--- src/sv/pfv_pkg.sv ---
// Shared types, constants and register codes for the pulse frequency verifier.
package pfv_pkg;

    // Sizes and default values
    localparam int SLOTS_DEF   = 10;
    localparam int QUEUE_DEPTH = 2;
    localparam int CFG_IDX_W   = 3;
    localparam int CFG_DATA_W  = 32;

    localparam logic [7:0]  ALPHA_RST     = 8'd243;
    localparam logic [11:0] THRESHOLD_RST = 12'd500;
    localparam logic [7:0]  MIN_CNT_RST   = 8'd5;
    localparam logic [31:0] MIN_PERIOD_RST = 32'd900;
    localparam logic [31:0] MAX_PERIOD_RST = 32'd1100;
    localparam logic [31:0] WINDOW_RST    = 32'd2000000;

    // Configuration register indexes
    typedef enum logic [CFG_IDX_W-1:0] {
        CFG_ALPHA      = 3'd0,
        CFG_THRESHOLD  = 3'd1,
        CFG_MIN_COUNT  = 3'd2,
        CFG_MIN_PERIOD = 3'd3,
        CFG_MAX_PERIOD = 3'd4,
        CFG_WINDOW     = 3'd5
    } t_cfg_idx;

    typedef struct packed {
        logic [7:0]  alpha;
        logic [11:0] threshold;
        logic [7:0]  min_count;
        logic [31:0] min_period;
        logic [31:0] max_period;
        logic [31:0] window;
    } t_cfg;

    // Item class decided by the front end
    typedef enum logic [0:0] {
        CMD_SAMPLE = 1'b0,
        CMD_START  = 1'b1
    } t_cmd;

    typedef struct packed {
        t_cmd        cmd;
        logic [11:0] sample;
        logic [31:0] time_us;
    } t_item;

    typedef struct packed {
        logic        busy_res;
        logic        done_res;
        logic        verified;
        logic        pulse_edge;
        logic [7:0]  pulse_total;
        logic [14:0] filtered_level;
        logic        sunlight_flag;
    } t_res;

    // Back-end sequencer states
    typedef enum logic [2:0] {
        ST_IDLE,
        ST_FILT,
        ST_EDGE,
        ST_SCAN,
        ST_MUL,
        ST_DECIDE,
        ST_OUT
    } t_state;

endpackage

--- src/sv/pfv_ram.sv ---
// Generic single-write, single-read RAM with registered read data.
module pfv_ram #(
    parameter int WIDTH = 32,
    parameter int DEPTH = 16
) (
    input  logic                     i_clk,
    input  logic                     i_we,
    input  logic [$clog2(DEPTH)-1:0] i_waddr,
    input  logic [WIDTH-1:0]         i_wdata,
    input  logic [$clog2(DEPTH)-1:0] i_raddr,
    output logic [WIDTH-1:0]         o_rdata
);

    logic [WIDTH-1:0] r_mem [DEPTH];
    logic [WIDTH-1:0] r_rdata;

    // Write and registered read
    always_ff @(posedge i_clk) begin
        if (i_we) begin
            r_mem[i_waddr] <= i_wdata;
        end
        r_rdata <= r_mem[i_raddr];
    end

    assign o_rdata = r_rdata;

endmodule

--- src/sv/pfv_front.sv ---
// Front end: accepts input beats, classifies them and queues them for the back end.
module pfv_front (
    input  logic           i_clk,
    input  logic           i_rst_n,
    input  logic           i_in_valid,
    output logic           o_in_stall,
    input  logic           i_func,
    input  logic [11:0]    i_sample,
    input  logic [31:0]    i_time_us,
    output logic           o_item_vld,
    output pfv_pkg::t_item o_item,
    input  logic           i_pop
);
    import pfv_pkg::*;

    localparam int PW = $clog2(QUEUE_DEPTH);
    localparam int CW = $clog2(QUEUE_DEPTH + 1);

    t_item           r_q [QUEUE_DEPTH];
    logic [PW-1:0]   r_wptr;
    logic [PW-1:0]   r_rptr;
    logic [CW-1:0]   r_cnt;
    logic            w_full;
    logic            w_push;
    t_item           w_item;

    assign w_full     = (r_cnt == CW'(QUEUE_DEPTH));
    assign w_push     = i_in_valid && !w_full;
    assign o_in_stall = w_full;
    assign o_item_vld = (r_cnt != '0);
    assign o_item     = r_q[r_rptr];

    // Classify the incoming beat
    always_comb begin
        w_item.cmd     = i_func ? CMD_START : CMD_SAMPLE;
        w_item.sample  = i_sample;
        w_item.time_us = i_time_us;
    end

    // Store the beat in the queue
    always_ff @(posedge i_clk) begin
        if (w_push) begin
            r_q[r_wptr] <= w_item;
        end
    end

    // Advance pointers and fill count
    always_ff @(posedge i_clk) begin
        if (!i_rst_n) begin
            r_wptr <= '0;
            r_rptr <= '0;
            r_cnt  <= '0;
        end else begin
            if (w_push) begin
                r_wptr <= (r_wptr == PW'(QUEUE_DEPTH - 1)) ? '0 : r_wptr + 1'b1;
            end
            if (i_pop) begin
                r_rptr <= (r_rptr == PW'(QUEUE_DEPTH - 1)) ? '0 : r_rptr + 1'b1;
            end
            case ({w_push, i_pop})
                2'b10:   r_cnt <= r_cnt + 1'b1;
                2'b01:   r_cnt <= r_cnt - 1'b1;
                default: r_cnt <= r_cnt;
            endcase
        end
    end

endmodule

--- src/sv/pfv_back.sv ---
// Back end: filter, edge detection, interval ring, period check and result register.
module pfv_back #(
    parameter int SLOTS = pfv_pkg::SLOTS_DEF
) (
    input  logic           i_clk,
    input  logic           i_rst_n,
    input  pfv_pkg::t_cfg  i_cfg,
    input  logic           i_item_vld,
    input  pfv_pkg::t_item i_item,
    output logic           o_pop,
    output logic           o_out_valid,
    input  logic           i_out_stall,
    output pfv_pkg::t_res  o_res
);
    import pfv_pkg::*;

    localparam int IW = $clog2(SLOTS);
    localparam int NW = $clog2(SLOTS + 1);
    localparam int SW = 32 + NW;

    t_state r_state, n_state;

    // Latched item
    t_cmd         r_cmd;
    logic [11:0]  r_x;
    logic [31:0]  r_t;

    // Filter and pulse history
    logic signed [15:0] r_fo;
    logic [14:0]  r_fo_mag;
    logic [11:0]  r_prev;
    logic         r_seen;
    logic         r_lvl;
    logic         r_have;
    logic [31:0]  r_last;
    logic [IW-1:0] r_ptr;
    logic [SLOTS-1:0] r_slot_vld;
    logic [7:0]   r_pc;
    logic [31:0]  r_start;
    logic         r_busy, r_done, r_pass;
    logic         r_edge;
    logic signed [26:0] r_prod;

    // Scan of the interval ring
    logic [NW-1:0] r_idx;
    logic [NW-1:0] r_lim;
    logic          r_pend;
    logic          r_rd_vld;
    logic [SW-1:0] r_sum;
    logic [NW-1:0] r_n;
    logic [SW-1:0] r_lo, r_hi;
    logic          r_chk;

    // Result register
    logic          r_out_vld;
    t_res          r_res;

    // Combinational helpers
    logic signed [15:0] w_fo_eff;
    logic [11:0]   w_prev_eff;
    logic signed [17:0] w_s;
    logic signed [26:0] w_prod;
    logic [26:0]   w_abs;
    logic [18:0]   w_m;
    logic signed [15:0] w_fo_new;
    logic [14:0]   w_mag;
    logic          w_high;
    logic          w_edge;
    logic          w_rec;
    logic [7:0]    w_pc_next;
    logic [7:0]    w_pcm1;
    logic [NW-1:0] w_lim;
    logic          w_go_scan;
    logic          w_issue;
    logic [31:0]   w_rdata;
    logic          w_ok;
    logic [31:0]   w_elapsed;
    logic          w_out_free;
    logic          w_ram_we;
    logic [31:0]   w_wdata;

    // Filter input and product
    always_comb begin
        w_prev_eff = r_seen ? r_prev : r_x;
        w_fo_eff   = r_seen ? r_fo : $signed({4'b0, r_x});
        w_s        = 18'(w_fo_eff) + $signed({6'b0, r_x}) - $signed({6'b0, w_prev_eff});
        w_prod     = $signed({1'b0, i_cfg.alpha}) * w_s;
    end

    // Scale with truncation toward zero, saturate, find the level and edge
    always_comb begin
        w_abs = r_prod[26] ? (~r_prod + 27'd1) : r_prod;
        w_m   = w_abs[26:8];
        if (r_prod[26]) begin
            w_fo_new = (w_m > 19'd32768) ? 16'sh8000 : $signed(~w_m[15:0] + 16'd1);
        end else begin
            w_fo_new = (w_m > 19'd32767) ? 16'sh7fff : $signed(w_m[15:0]);
        end
        w_mag     = (w_m > 19'd32767) ? 15'h7fff : w_m[14:0];
        w_high    = (w_mag > {3'b0, i_cfg.threshold});
        w_edge    = w_high && !r_lvl;
        w_rec     = w_edge && r_have;
        w_pc_next = (w_rec && r_pc != 8'hff) ? r_pc + 8'd1 : r_pc;
        w_pcm1    = w_pc_next - 8'd1;
        w_lim     = ({1'b0, w_pcm1} > 9'(SLOTS)) ? NW'(SLOTS) : NW'(w_pcm1);
        w_go_scan = (w_pc_next >= i_cfg.min_count) && (w_pc_next >= 8'd2);
        w_wdata   = r_t - r_last;
    end

    assign w_ram_we   = (r_state == ST_EDGE) && w_rec;
    assign w_issue    = (r_idx != r_lim);
    assign w_out_free = !r_out_vld || !i_out_stall;
    assign w_elapsed  = r_t - r_start;
    assign w_ok       = r_chk && (r_n != '0) && (r_sum >= r_lo) && (r_sum <= r_hi);

    pfv_ram #(
        .WIDTH (32),
        .DEPTH (SLOTS)
    ) u_ring (
        .i_clk   (i_clk),
        .i_we    (w_ram_we),
        .i_waddr (r_ptr),
        .i_wdata (w_wdata),
        .i_raddr (r_idx[IW-1:0]),
        .o_rdata (w_rdata)
    );

    // State register
    always_ff @(posedge i_clk) begin
        if (!i_rst_n) begin
            r_state <= ST_IDLE;
        end else begin
            r_state <= n_state;
        end
    end

    // Next state and queue pop
    always_comb begin
        n_state = r_state;
        o_pop   = 1'b0;
        unique case (r_state)
            ST_IDLE: begin
                if (i_item_vld) begin
                    o_pop   = 1'b1;
                    n_state = ST_FILT;
                end
            end
            ST_FILT: begin
                unique case (r_cmd)
                    CMD_START:  n_state = ST_OUT;
                    CMD_SAMPLE: n_state = r_busy ? ST_EDGE : ST_OUT;
                    default:    n_state = ST_OUT;
                endcase
            end
            ST_EDGE: begin
                n_state = w_go_scan ? ST_SCAN : ST_DECIDE;
            end
            ST_SCAN: begin
                if (!w_issue && !r_pend) begin
                    n_state = ST_MUL;
                end
            end
            ST_MUL:    n_state = ST_DECIDE;
            ST_DECIDE: n_state = ST_OUT;
            ST_OUT: begin
                if (w_out_free) begin
                    n_state = ST_IDLE;
                end
            end
            default:   n_state = ST_IDLE;
        endcase
    end

    // Payload registers
    always_ff @(posedge i_clk) begin
        if (r_state == ST_IDLE && i_item_vld) begin
            r_cmd <= i_item.cmd;
            r_x   <= i_item.sample;
            r_t   <= i_item.time_us;
        end
        if (r_state == ST_FILT) begin
            r_prod <= w_prod;
        end
        if (r_state == ST_EDGE) begin
            r_idx  <= '0;
            r_lim  <= w_lim;
            r_sum  <= '0;
            r_n    <= '0;
        end
        if (r_state == ST_SCAN) begin
            if (w_issue) begin
                r_idx <= r_idx + 1'b1;
            end
            if (r_pend && r_rd_vld && w_rdata != '0) begin
                r_sum <= r_sum + SW'(w_rdata);
                r_n   <= r_n + 1'b1;
            end
        end
        if (r_state == ST_MUL) begin
            r_lo <= SW'(i_cfg.min_period) * SW'(r_n);
            r_hi <= SW'(i_cfg.max_period) * SW'(r_n);
        end
        r_rd_vld <= r_slot_vld[r_idx[IW-1:0]];
        if (r_state == ST_OUT && w_out_free) begin
            r_res.busy_res       <= r_busy;
            r_res.done_res       <= r_done;
            r_res.verified       <= r_pass;
            r_res.pulse_edge     <= r_edge;
            r_res.pulse_total    <= r_pc;
            r_res.filtered_level <= r_fo_mag;
            r_res.sunlight_flag  <= ({1'b0, r_x} > {i_cfg.threshold, 1'b0}) && (r_pc < 8'd2);
        end
    end

    // Control state
    always_ff @(posedge i_clk) begin
        if (!i_rst_n) begin
            r_fo       <= '0;
            r_fo_mag   <= '0;
            r_prev     <= '0;
            r_seen     <= 1'b0;
            r_lvl      <= 1'b0;
            r_have     <= 1'b0;
            r_last     <= '0;
            r_ptr      <= '0;
            r_slot_vld <= '0;
            r_pc       <= '0;
            r_start    <= '0;
            r_busy     <= 1'b0;
            r_done     <= 1'b0;
            r_pass     <= 1'b0;
            r_edge     <= 1'b0;
            r_pend     <= 1'b0;
            r_chk      <= 1'b0;
            r_out_vld  <= 1'b0;
        end else begin
            unique case (r_state)
                ST_FILT: begin
                    r_edge <= 1'b0;
                    if (r_cmd == CMD_START) begin
                        // Open the window and drop the pulse history
                        r_lvl      <= 1'b0;
                        r_have     <= 1'b0;
                        r_last     <= '0;
                        r_ptr      <= '0;
                        r_slot_vld <= '0;
                        r_pc       <= '0;
                        r_start    <= r_t;
                        r_busy     <= 1'b1;
                        r_done     <= 1'b0;
                        r_pass     <= 1'b0;
                    end else if (r_busy) begin
                        r_seen <= 1'b1;
                        r_prev <= r_x;
                    end
                end
                ST_EDGE: begin
                    r_fo     <= w_fo_new;
                    r_fo_mag <= w_mag;
                    r_lvl    <= w_high;
                    r_edge   <= w_edge;
                    r_pc     <= w_pc_next;
                    r_chk    <= w_go_scan;
                    r_pend   <= 1'b0;
                    if (w_edge) begin
                        r_last <= r_t;
                        r_have <= 1'b1;
                    end
                    if (w_rec) begin
                        r_slot_vld[r_ptr] <= 1'b1;
                        r_ptr <= (r_ptr == IW'(SLOTS - 1)) ? '0 : r_ptr + 1'b1;
                    end
                end
                ST_SCAN: begin
                    r_pend <= w_issue;
                end
                ST_DECIDE: begin
                    if (w_ok) begin
                        r_busy <= 1'b0;
                        r_done <= 1'b1;
                        r_pass <= 1'b1;
                    end else if (w_elapsed >= i_cfg.window) begin
                        r_busy <= 1'b0;
                        r_done <= 1'b1;
                        r_pass <= 1'b0;
                    end
                end
                default: begin
                end
            endcase

            // Hold the result until the receiver takes it
            if (r_state == ST_OUT && w_out_free) begin
                r_out_vld <= 1'b1;
            end else if (!i_out_stall) begin
                r_out_vld <= 1'b0;
            end
        end
    end

    assign o_out_valid = r_out_vld;
    assign o_res       = r_res;

endmodule

--- src/sv/pulse_frequency_verifier.sv ---
// Top level of the pulse frequency verifier: configuration registers, front and back ends.
//
// Input channel: i_in_valid / o_in_stall carry one beat of {func, sample, time_us}.
// func 1 opens a verification window and clears the pulse history; func 0 is a light
// sample that is filtered and checked for edges while the window is open.
// Output channel: o_out_valid / i_out_stall carry one result beat per input beat,
// held stable while the receiver stalls.
// Configuration: write i_cfg_data to register i_cfg_idx while i_cfg_we is high;
// do so only while no item is in flight.
// Sequencing: the back end handles one item at a time. A start item or a sample outside
// the window passes the filter and output states; a sample in the window also passes
// the edge and decide states; one that triggers the period check also the scan and multiply
// states, the scan reading min(pulse_total - 1, INTERVAL_SLOTS) ring slots one per cycle.
// A two-beat queue behind the input lets the front accept while the back is busy.
// A stalled output holds the back end in its output state; the queue then fills and
// o_in_stall rises. Reset clears the queue, the history and the result valid flag and
// loads the configuration defaults; no clearing pass is needed.
module pulse_frequency_verifier #(
    parameter int INTERVAL_SLOTS = pfv_pkg::SLOTS_DEF
) (
    input  logic                           i_clk,
    input  logic                           i_rst_n,
    input  logic                           i_cfg_we,
    input  logic [pfv_pkg::CFG_IDX_W-1:0]  i_cfg_idx,
    input  logic [pfv_pkg::CFG_DATA_W-1:0] i_cfg_data,
    input  logic                           i_in_valid,
    output logic                           o_in_stall,
    input  logic                           i_func,
    input  logic [11:0]                    i_sample,
    input  logic [31:0]                    i_time_us,
    output logic                           o_out_valid,
    input  logic                           i_out_stall,
    output logic                           o_busy_res,
    output logic                           o_done_res,
    output logic                           o_verified,
    output logic                           o_pulse_edge,
    output logic [7:0]                     o_pulse_total,
    output logic [14:0]                    o_filtered_level,
    output logic                           o_sunlight_flag
);
    import pfv_pkg::*;

    t_cfg  r_cfg;
    logic  w_item_vld;
    t_item w_item;
    logic  w_pop;
    t_res  w_res;

    // Configuration registers
    always_ff @(posedge i_clk) begin
        if (!i_rst_n) begin
            r_cfg.alpha      <= ALPHA_RST;
            r_cfg.threshold  <= THRESHOLD_RST;
            r_cfg.min_count  <= MIN_CNT_RST;
            r_cfg.min_period <= MIN_PERIOD_RST;
            r_cfg.max_period <= MAX_PERIOD_RST;
            r_cfg.window     <= WINDOW_RST;
        end else if (i_cfg_we) begin
            unique case (t_cfg_idx'(i_cfg_idx))
                CFG_ALPHA:      r_cfg.alpha      <= i_cfg_data[7:0];
                CFG_THRESHOLD:  r_cfg.threshold  <= i_cfg_data[11:0];
                CFG_MIN_COUNT:  r_cfg.min_count  <= i_cfg_data[7:0];
                CFG_MIN_PERIOD: r_cfg.min_period <= i_cfg_data[31:0];
                CFG_MAX_PERIOD: r_cfg.max_period <= i_cfg_data[31:0];
                CFG_WINDOW:     r_cfg.window     <= i_cfg_data[31:0];
                default: begin
                end
            endcase
        end
    end

    pfv_front u_front (
        .i_clk      (i_clk),
        .i_rst_n    (i_rst_n),
        .i_in_valid (i_in_valid),
        .o_in_stall (o_in_stall),
        .i_func     (i_func),
        .i_sample   (i_sample),
        .i_time_us  (i_time_us),
        .o_item_vld (w_item_vld),
        .o_item     (w_item),
        .i_pop      (w_pop)
    );

    pfv_back #(
        .SLOTS (INTERVAL_SLOTS)
    ) u_back (
        .i_clk       (i_clk),
        .i_rst_n     (i_rst_n),
        .i_cfg       (r_cfg),
        .i_item_vld  (w_item_vld),
        .i_item      (w_item),
        .o_pop       (w_pop),
        .o_out_valid (o_out_valid),
        .i_out_stall (i_out_stall),
        .o_res       (w_res)
    );

    assign o_busy_res       = w_res.busy_res;
    assign o_done_res       = w_res.done_res;
    assign o_verified       = w_res.verified;
    assign o_pulse_edge     = w_res.pulse_edge;
    assign o_pulse_total    = w_res.pulse_total;
    assign o_filtered_level = w_res.filtered_level;
    assign o_sunlight_flag  = w_res.sunlight_flag;

endmodule

--- config.mk ---
export PLATFORM = sky130hd
export DESIGN_NAME = pulse_frequency_verifier
export DESIGN_NICKNAME = d
export VERILOG_FILES = /design/src/sv/pfv_pkg.sv /design/src/sv/pfv_ram.sv /design/src/sv/pfv_front.sv /design/src/sv/pfv_back.sv /design/src/sv/pulse_frequency_verifier.sv
export SDC_FILE = /design/constraint.sdc
export NUM_CORES = 2
export LEC_CHECK = 0
export ABC_AREA = 1
export BUFFER_PORTS_ARGS = -buffer_cell sky130_fd_sc_hd__buf_2
export CORE_MARGIN = 2
export CORE_UTILIZATION = 40
export DETAILED_ROUTE_END_ITERATION = 10
export PLACE_DENSITY = 0.66
export SYNTH_ARGS = -nofsm -noshare
export SYNTH_HDL_FRONTEND = slang
export SYNTH_SLANG_ARGS = --single-unit
--- constraint.sdc ---
create_clock -name i_clk -period 14.4 [get_ports i_clk]
set_input_delay 2.88 -clock i_clk [delete_from_list [all_inputs] [get_ports i_clk]]
set_output_delay 2.88 -clock i_clk [all_outputs]
set_load 0.02 [all_outputs]
== After elaboration in Yosys (flattened, before gate mapping) ==
Memory sizes are Yosys's and may differ from the RTL's. A register that Yosys moved wholly into a read port is not among the register bits.
Index checks and enable logic that the tools add are counted.

* Memories kept: 2
* Output and inout port bits: 30
* Register bits: 446
* Bits of input ports: 85
* Memory bits (writable): 410

{| class="wikitable"
|+ Memories
! memory !! depth !! bits a word !! read ports !! clocked after Yosys merged registers in !! wr ports !! line !! text
|-
| u_back.u_ring.r_mem || 10 || 32 || 1 || 1 || 1 || pfv_ram.sv:14 || <nowiki>logic [WIDTH-1:0] r_mem [DEPTH];</nowiki>
|-
| u_front.r_q || 2 || 45 || 1 || 1 || 1 || pfv_front.sv:19 || <nowiki>t_item r_q [QUEUE_DEPTH];</nowiki>
|}

* Bitwise operators: 4
* Muxes and demuxes: 67
* Multipliers: 3
* Magnitude comparators: 14
* Reduce and logical (&&, ||, !) cells: 45
* Equal/unequal tests: 25
* Add/subtract/negate cells: 16

{| class="wikitable"
|+ Operators by type and width
! operator !! number
|-
| 36-bit 2-to-1 mux || 3
|-
| 32-bit by 4-bit multiplier with 36-bit output || 2
|-
| 16-bit 2-to-1 mux || 4
|-
| 32-bit 2-to-1 mux || 2
|-
| 32-bit case mux with 2 select lines || 1
|-
| 32-bit subtractor || 2
|-
| 36-bit by 32-bit adder with 36-bit output || 1
|-
| 36-bit greater-or-equal comparator || 1
|-
| 36-bit less-or-equal comparator || 1
|-
| 4-bit 2-to-1 mux || 9
|-
| 32-bit greater-or-equal comparator || 1
|-
| 32-bit nonzero test || 1
|-
| 27-bit by 1-bit adder with 27-bit output, second input constant || 1
|-
| 9-bit by 18-bit multiplier with 27-bit output || 1
|-
| 27-bit 2-to-1 mux || 1
|-
| 27-bit inverter || 1
|-
| 1-bit 2-to-1 mux || 21
|-
| 3-bit case mux with 7 select lines || 1
|-
| 10-bit 2-to-1 mux || 2
|-
| 10-bit case mux with 2 select lines || 1
|-
| 19-bit by 15-bit greater-than comparator with 1-bit output, second input constant || 1
|-
| 19-bit by 16-bit greater-than comparator with 1-bit output, second input constant || 1
|-
| 17-bit by 13-bit subtractor with 18-bit output || 1
|-
| 16-bit by 13-bit adder with 17-bit output || 1
|-
| 47 further kinds || 113
|}

== Longest topological paths before layout ==
* Depth in word-level cells: 14
* Mapped depth: 45

== Modules after synthesis ==
Synthesis repeated with hierarchy kept, for this count alone.

* Cells, all modules: 6676
* Area total of the unflattened synthesis: 57810.4 sq um

{| class="wikitable"
|+ By module, submodules not included
! module !! area each (sq um) !! instances !! cells each !! sequential area each (sq um)
|-
| pfv_back || 35143.7 || 1 || 4536 || 9028.7
|-
| pfv_ram || 14111.0 || 1 || 1270 || 10249.8
|-
| pulse_frequency_verifier || 4870.9 || 1 || 693 || 2482.4
|-
| pfv_front || 3684.8 || 1 || 177 || 2802.7
|}

== Worst setup path after synthesis ==
No wires, ideal clock.

* Path type: reg-to-reg
* Start point: register u_back.r_seen
* End point: register u_back.r_prod[26], data pin
* Required time: 14.135 ns
* Cell stages (with the launch flop): 41
* Setup time: 0.265 ns
* Path slack: 6.776 ns
* Arrival: 7.358 ns
* Cells stage by stage: dfxtp_1 > clkbuf_1 > clkbuf_1 > o21ai_0 > fa_1 > inv_1 > fa_1 > nand2_1 > nand2_1 > a21oi_1 > o21ai_0 > nand2_1 > nand2_1 > a21oi_1 > or2_2 > nand2_1 > a21oi_1 > inv_1 > [5 not listed] > xnor2_1 > nand2_1 > fa_1 > inv_1 > fa_1 > inv_1 > fa_1 > inv_1 > fa_1 > ha_1 > a21oi_1 > a21boi_0 > o21bai_1 > nand3_1 > nand2_1 > a21boi_0 > o21ai_0 > xor2_1

* Word-level cells in the longest chain between the ends: 4

{| class="wikitable"
|+ RTL lines
! item !! line !! text
|-
| from (decl) || pfv_back.sv:32 || <nowiki>logic r_seen;</nowiki>
|-
| from (signal assigned) || pfv_back.sv:221 || <nowiki>r_seen <= 1'b0;</nowiki>
|-
| from (signal assigned) || pfv_back.sv:253 || <nowiki>r_seen <= 1'b1;</nowiki>
|-
| 16-bit 2-to-1 mux || pfv_back.sv:85 || <nowiki>w_fo_eff = r_seen ? r_fo : $signed({4'b0, r_x});</nowiki>
|-
| 16-bit by 13-bit adder with 17-bit output || pfv_back.sv:86 || <nowiki>w_s = 18'(w_fo_eff) + $signed({6'b0, r_x}) - $signed({6'b0, w_prev_eff});</nowiki>
|-
| 17-bit by 13-bit subtractor with 18-bit output * || pfv_back.sv:86 ||
|-
| 9-bit by 18-bit multiplier with 27-bit output * || pfv_back.sv:87 || <nowiki>w_prod = $signed({1'b0, i_cfg.alpha}) * w_s;</nowiki>
|-
| via u_back.w_prod[26] || pfv_back.sv:62 || <nowiki>logic signed [26:0] w_prod;</nowiki>
|-
| to (signal assigned) || pfv_back.sv:182 || <nowiki>r_prod <= w_prod;</nowiki>
|-
| to (decl) || pfv_back.sv:42 || <nowiki>logic signed [26:0] r_prod;</nowiki>
|}

The timed path passes the listed nets; every way through them passes the cells marked *.
A chain may end at the register's enable or synchronous reset.

== Final worst setup path ==
Ends and elaborated chain as after synthesis.

==> results.txt <==
----------------------------------------------------
[Global routing]
  Wire length of the first global-routing pass ... 223000 µm
  Via count of the first global-routing pass ... 40000
  Final global-route overflow total ... 0
  Global Route Usage Sum ... 20.0%
  Largest net degree at the start of global routing ... 104
  Initial antenna violation count ... 1

[Route]
  Routed length per placed instance ... 17.7 µm
  Violation count after the first detailed-route iteration ... 3064
  Post-DRT Antenna Nets ... 0
  DRC viols ... 0
  Overall via count from detail_route ... 41500
  Vias per cell ... 5.16
  Detailed Routing Iterations Pass 1 ... 6
  Final Routed Wirelength ... 142000 µm

[Hold path]
  Depth of the worst hold-timing path ... 0
  Hold Crit Start ... u_back.r_fo_mag[12]
  Hold endpoint ... u_back.o_res[13]
  Worst hold-check path type ... register to register

[Clock network]
  Post-CTS Hold Buffers ... 0
  Clock transition at the register clock pins on the worst setup and hold paths after CTS ... 0.06 ns
  CTS sink count ... 933
  Total clock buffers created by CTS ... 97
  Post_cts resized ... 0
  CTS tree ... built
  Post-CTS setup buffer count ... 0
  Clock latency on the worst-skew pair ... 0.74 ns
  Clock Root Buffer ... sky130_fd_sc_hd__clkbuf_16
  Maximum level of the CTS H-tree ... 3
  Max clock buf depth ... 3

[Setup path]
  Arr. time, crit path ... 8.81 ns
  Top cell by count, worst path ... sky130_fd_sc_hd__o21ai_0
  Worst reg-to-reg setup slack ... 6.03 ns
  Delay of the slowest cell on the worst path ... 0.53 ns
  Start of the worst register-to-register path ... u_back.r_seen
  Worst Reg-to-Reg Cells ... 36
  Crit path launch type ... register
  Data required time of the worst path ... 14.84 ns
  Nature of the critical path endpoint ... register
  Slowest cell on the critical path ... sky130_fd_sc_hd__fa_1
  Crit-path max FO ... 51
  Worst Path Class, Setup ... register to register
  Reg-to-reg critical path endpoint ... u_back.r_prod[26]

[Final layout]
  Area added between synthesis and finish ... 10.6%
  Final std cell area, no fill ... 61100 µm²
  Post-layout nets ... 6883
  Most common library cell in the layout ignoring fill and taps ... sky130_fd_sc_hd__nand2_1
  Commonest cells after routing, fill and taps aside ... sky130_fd_sc_hd__nand2_1 (1189), sky130_fd_sc_hd__inv_1 (904), sky130_fd_sc_hd__edfxtp_1 (586)
  Share of layout cells above drive strength 1 ... 6.62%

[Logic synthesis]
  Post-synthesis net count ... 6838
  Post-synthesis share of cell area spent on xor and xnor gates ... 3.01%
  Post-synth EDFFs ... 586
  Main combinational cell family by area after synthesis ... adder cells
  Area fraction in compound gates after synthesis ... 12.6%
  Share of async-settable or async-resettable flops after synthesis ... 0%
  Synth Cell Area ... 55200 µm²
  Post-Synth Adder-Cell Area ... 17.8%
  Synthesized area divided by synthesized cell count ... 9.04 µm²
  Primary FF master, synth ... sky130_fd_sc_hd__edfxtp_1
  Area share of and/or/nand/nor cells after synthesis ... 14.4%
  Share of synthesized area spent on multiplexers ... 0.0181%
  Count of distinct cell types in the synthesized netlist ... 64
  Warning count from the yosys run ... 0
  Cells after synthesis ... 6115
  Portion of the post-synthesis area used by sequential elements ... 44.4%
  Total of flip-flops plus latches after synthesis ... 933

[Floorplanning]
  Die area ... 141000 µm²
  Die X ... 376 µm
  Starting density of the core ... 40.2%
  Num ports ... 115
  Core area ... 137000 µm²
  Num rows ... 136
  Die height ... 376 µm

[STA]
  Max-slew violation count ... 0
  Worst Skew ... 0.0472 ns
  Count of endpoints failing setup in the final report ... 0
  Clock period minus worst slack ... 8.37 ns
  Number of hold violations in the final report ... 0
  Actual transition at the worst max-transition pin ... 1.22 ns
  Least setup slack across all paths after layout ... 6.03 ns
  RSZ-0062 raised after global routing ... no
  Accumulated negative setup slack ... 0 ns
  Highest Clock Rate ... 120 MHz
  Period Utilization, post-route ... 58.1%
  Max transition margin ... 18.3%

[Placement]
  Minimum setup slack after placement ... 6.04 ns
  Estimated wirelength of the detail-placed design ... 102000 µm
  Number of port buffers ... 114
  Global placement routability congestion ... 0.890
  Placed cell area ... 57700 µm²

[Run]
  Number of maximum-capacitance violations ... 0

[Outcome]
  Run status ... finished, final reports clean

----------------------------------------------------
-- layer usage --
| metal | vias up | track usage (%) | share of wire [%] |
|---|---|---|---|
| met5 | - | 0 | 0 |
| met4 | 0 | 7.34 | 3.3 |
| met3 | 203 | 2.15 | 4.9 |
| met2 | 1003 | 34.5 | 49 |
| met1 | 20000 | 25.9 | 43 |
| li1 | 20300 | - | - |
-- state kept, by name, summed over array words and instances, names as in the netlist, 10 cells and up --
name,flops
u_back.u_ring.r_mem,320
r_cfg,124
u_front.r_q,90
u_back.r_hi,36
u_back.r_lo,36
u_back.r_sum,36
u_back.r_last,32
u_back.r_start,32
u_back.r_t,32
u_back.u_ring.o_rdata,32
u_back.o_res,28
u_back.r_prod,27
u_back.r_fo,16
u_back.r_fo_mag,15
u_back.r_prev,12
u_back.r_x,12
u_back.r_slot_vld,10
-- synth_stat cells, types with 44 or more instances --
cell type / number / area share (%)
sky130_fd_sc_hd__o211ai_1: 44 / 0.60
sky130_fd_sc_hd__xor2_1: 128 / 2.0
sky130_fd_sc_hd__clkbuf_1: 186 / 1.3
sky130_fd_sc_hd__fa_1: 249 / 9.0
sky130_fd_sc_hd__edfxtp_1: 586 / 32
sky130_fd_sc_hd__inv_1: 907 / 6.2
sky130_fd_sc_hd__nand2_1: 1191 / 8.1
sky130_fd_sc_hd__nor2_1: 481 / 3.3
sky130_fd_sc_hd__a21oi_1: 531 / 4.8
sky130_fd_sc_hd__nand4_1: 50 / 0.57
sky130_fd_sc_hd__nand3_1: 113 / 1.0
sky130_fd_sc_hd__ha_1: 389 / 8.8
sky130_fd_sc_hd__dfxtp_1: 347 / 13
sky130_fd_sc_hd__o21ai_0: 482 / 4.4
sky130_fd_sc_hd__xnor2_1: 60 / 0.95
-- cell families after synthesis --
family,Yosys count
AND/OR/NAND/NOR,1950
XOR/XNOR,189
multiplexers,1
buffers and inverters,1134
AO/OA/AOI/OAI,1270
adder cells (fa/ha/maj),638
flip-flops,933
-- worst max path at each step --
stage / slack (ns) / from / to
6_report: 6.03 / u_back.r_seen / u_back.r_prod[26]
5_1_grt: 5.39 / u_back.r_seen / u_back.r_prod[26]
3_3_place_gp: 6.08 / u_back.r_seen / u_back.r_prod[26]
3_5_place_dp: 6.04 / u_back.r_seen / u_back.r_prod[26]
4_1_cts: 6.01 / u_back.r_seen / u_back.r_prod[26]
2_1_floorplan: 6.78 / u_back.r_seen / u_back.r_prod[26]
-- area by class of cell --
class,count,area [µm²]
sequential,933,24600
clock buffer,130,2770
clock inverter,52,608
multi-input combinational,4048,26600
timing repair buffer,159,911
tap,1794,2240
antenna,2,5.00
fill,13000,76200
inverter,921,3460
-- critical path: cells and delay by family (launching register included) --
| family | cells | cell delay [ns] |
|---|---|---|
| xor+xnor | 2 | 0.47 |
| flops | 1 | 0.31 |
| fa+ha+maj | 7 | 3.16 |
| buf+inv | 6 | 0.65 |
| compound gates | 12 | 2.43 |
| simple gates | 9 | 1.05 |
-- metrics by stage --
step                std cells  hold slack [ns]  util [%]
floorplan                6115            0.403         -
global placement         7855            0.412      42.0
detailed placement       7855            0.413      42.0
CTS                      8037            0.427      44.5
global route             8038            0.438      44.5
finish                   8039            0.430      44.5
Power is left out: the tool's default activity adds up to more than one toggle a clock period on the data nets, which glitch-free logic cannot reach.
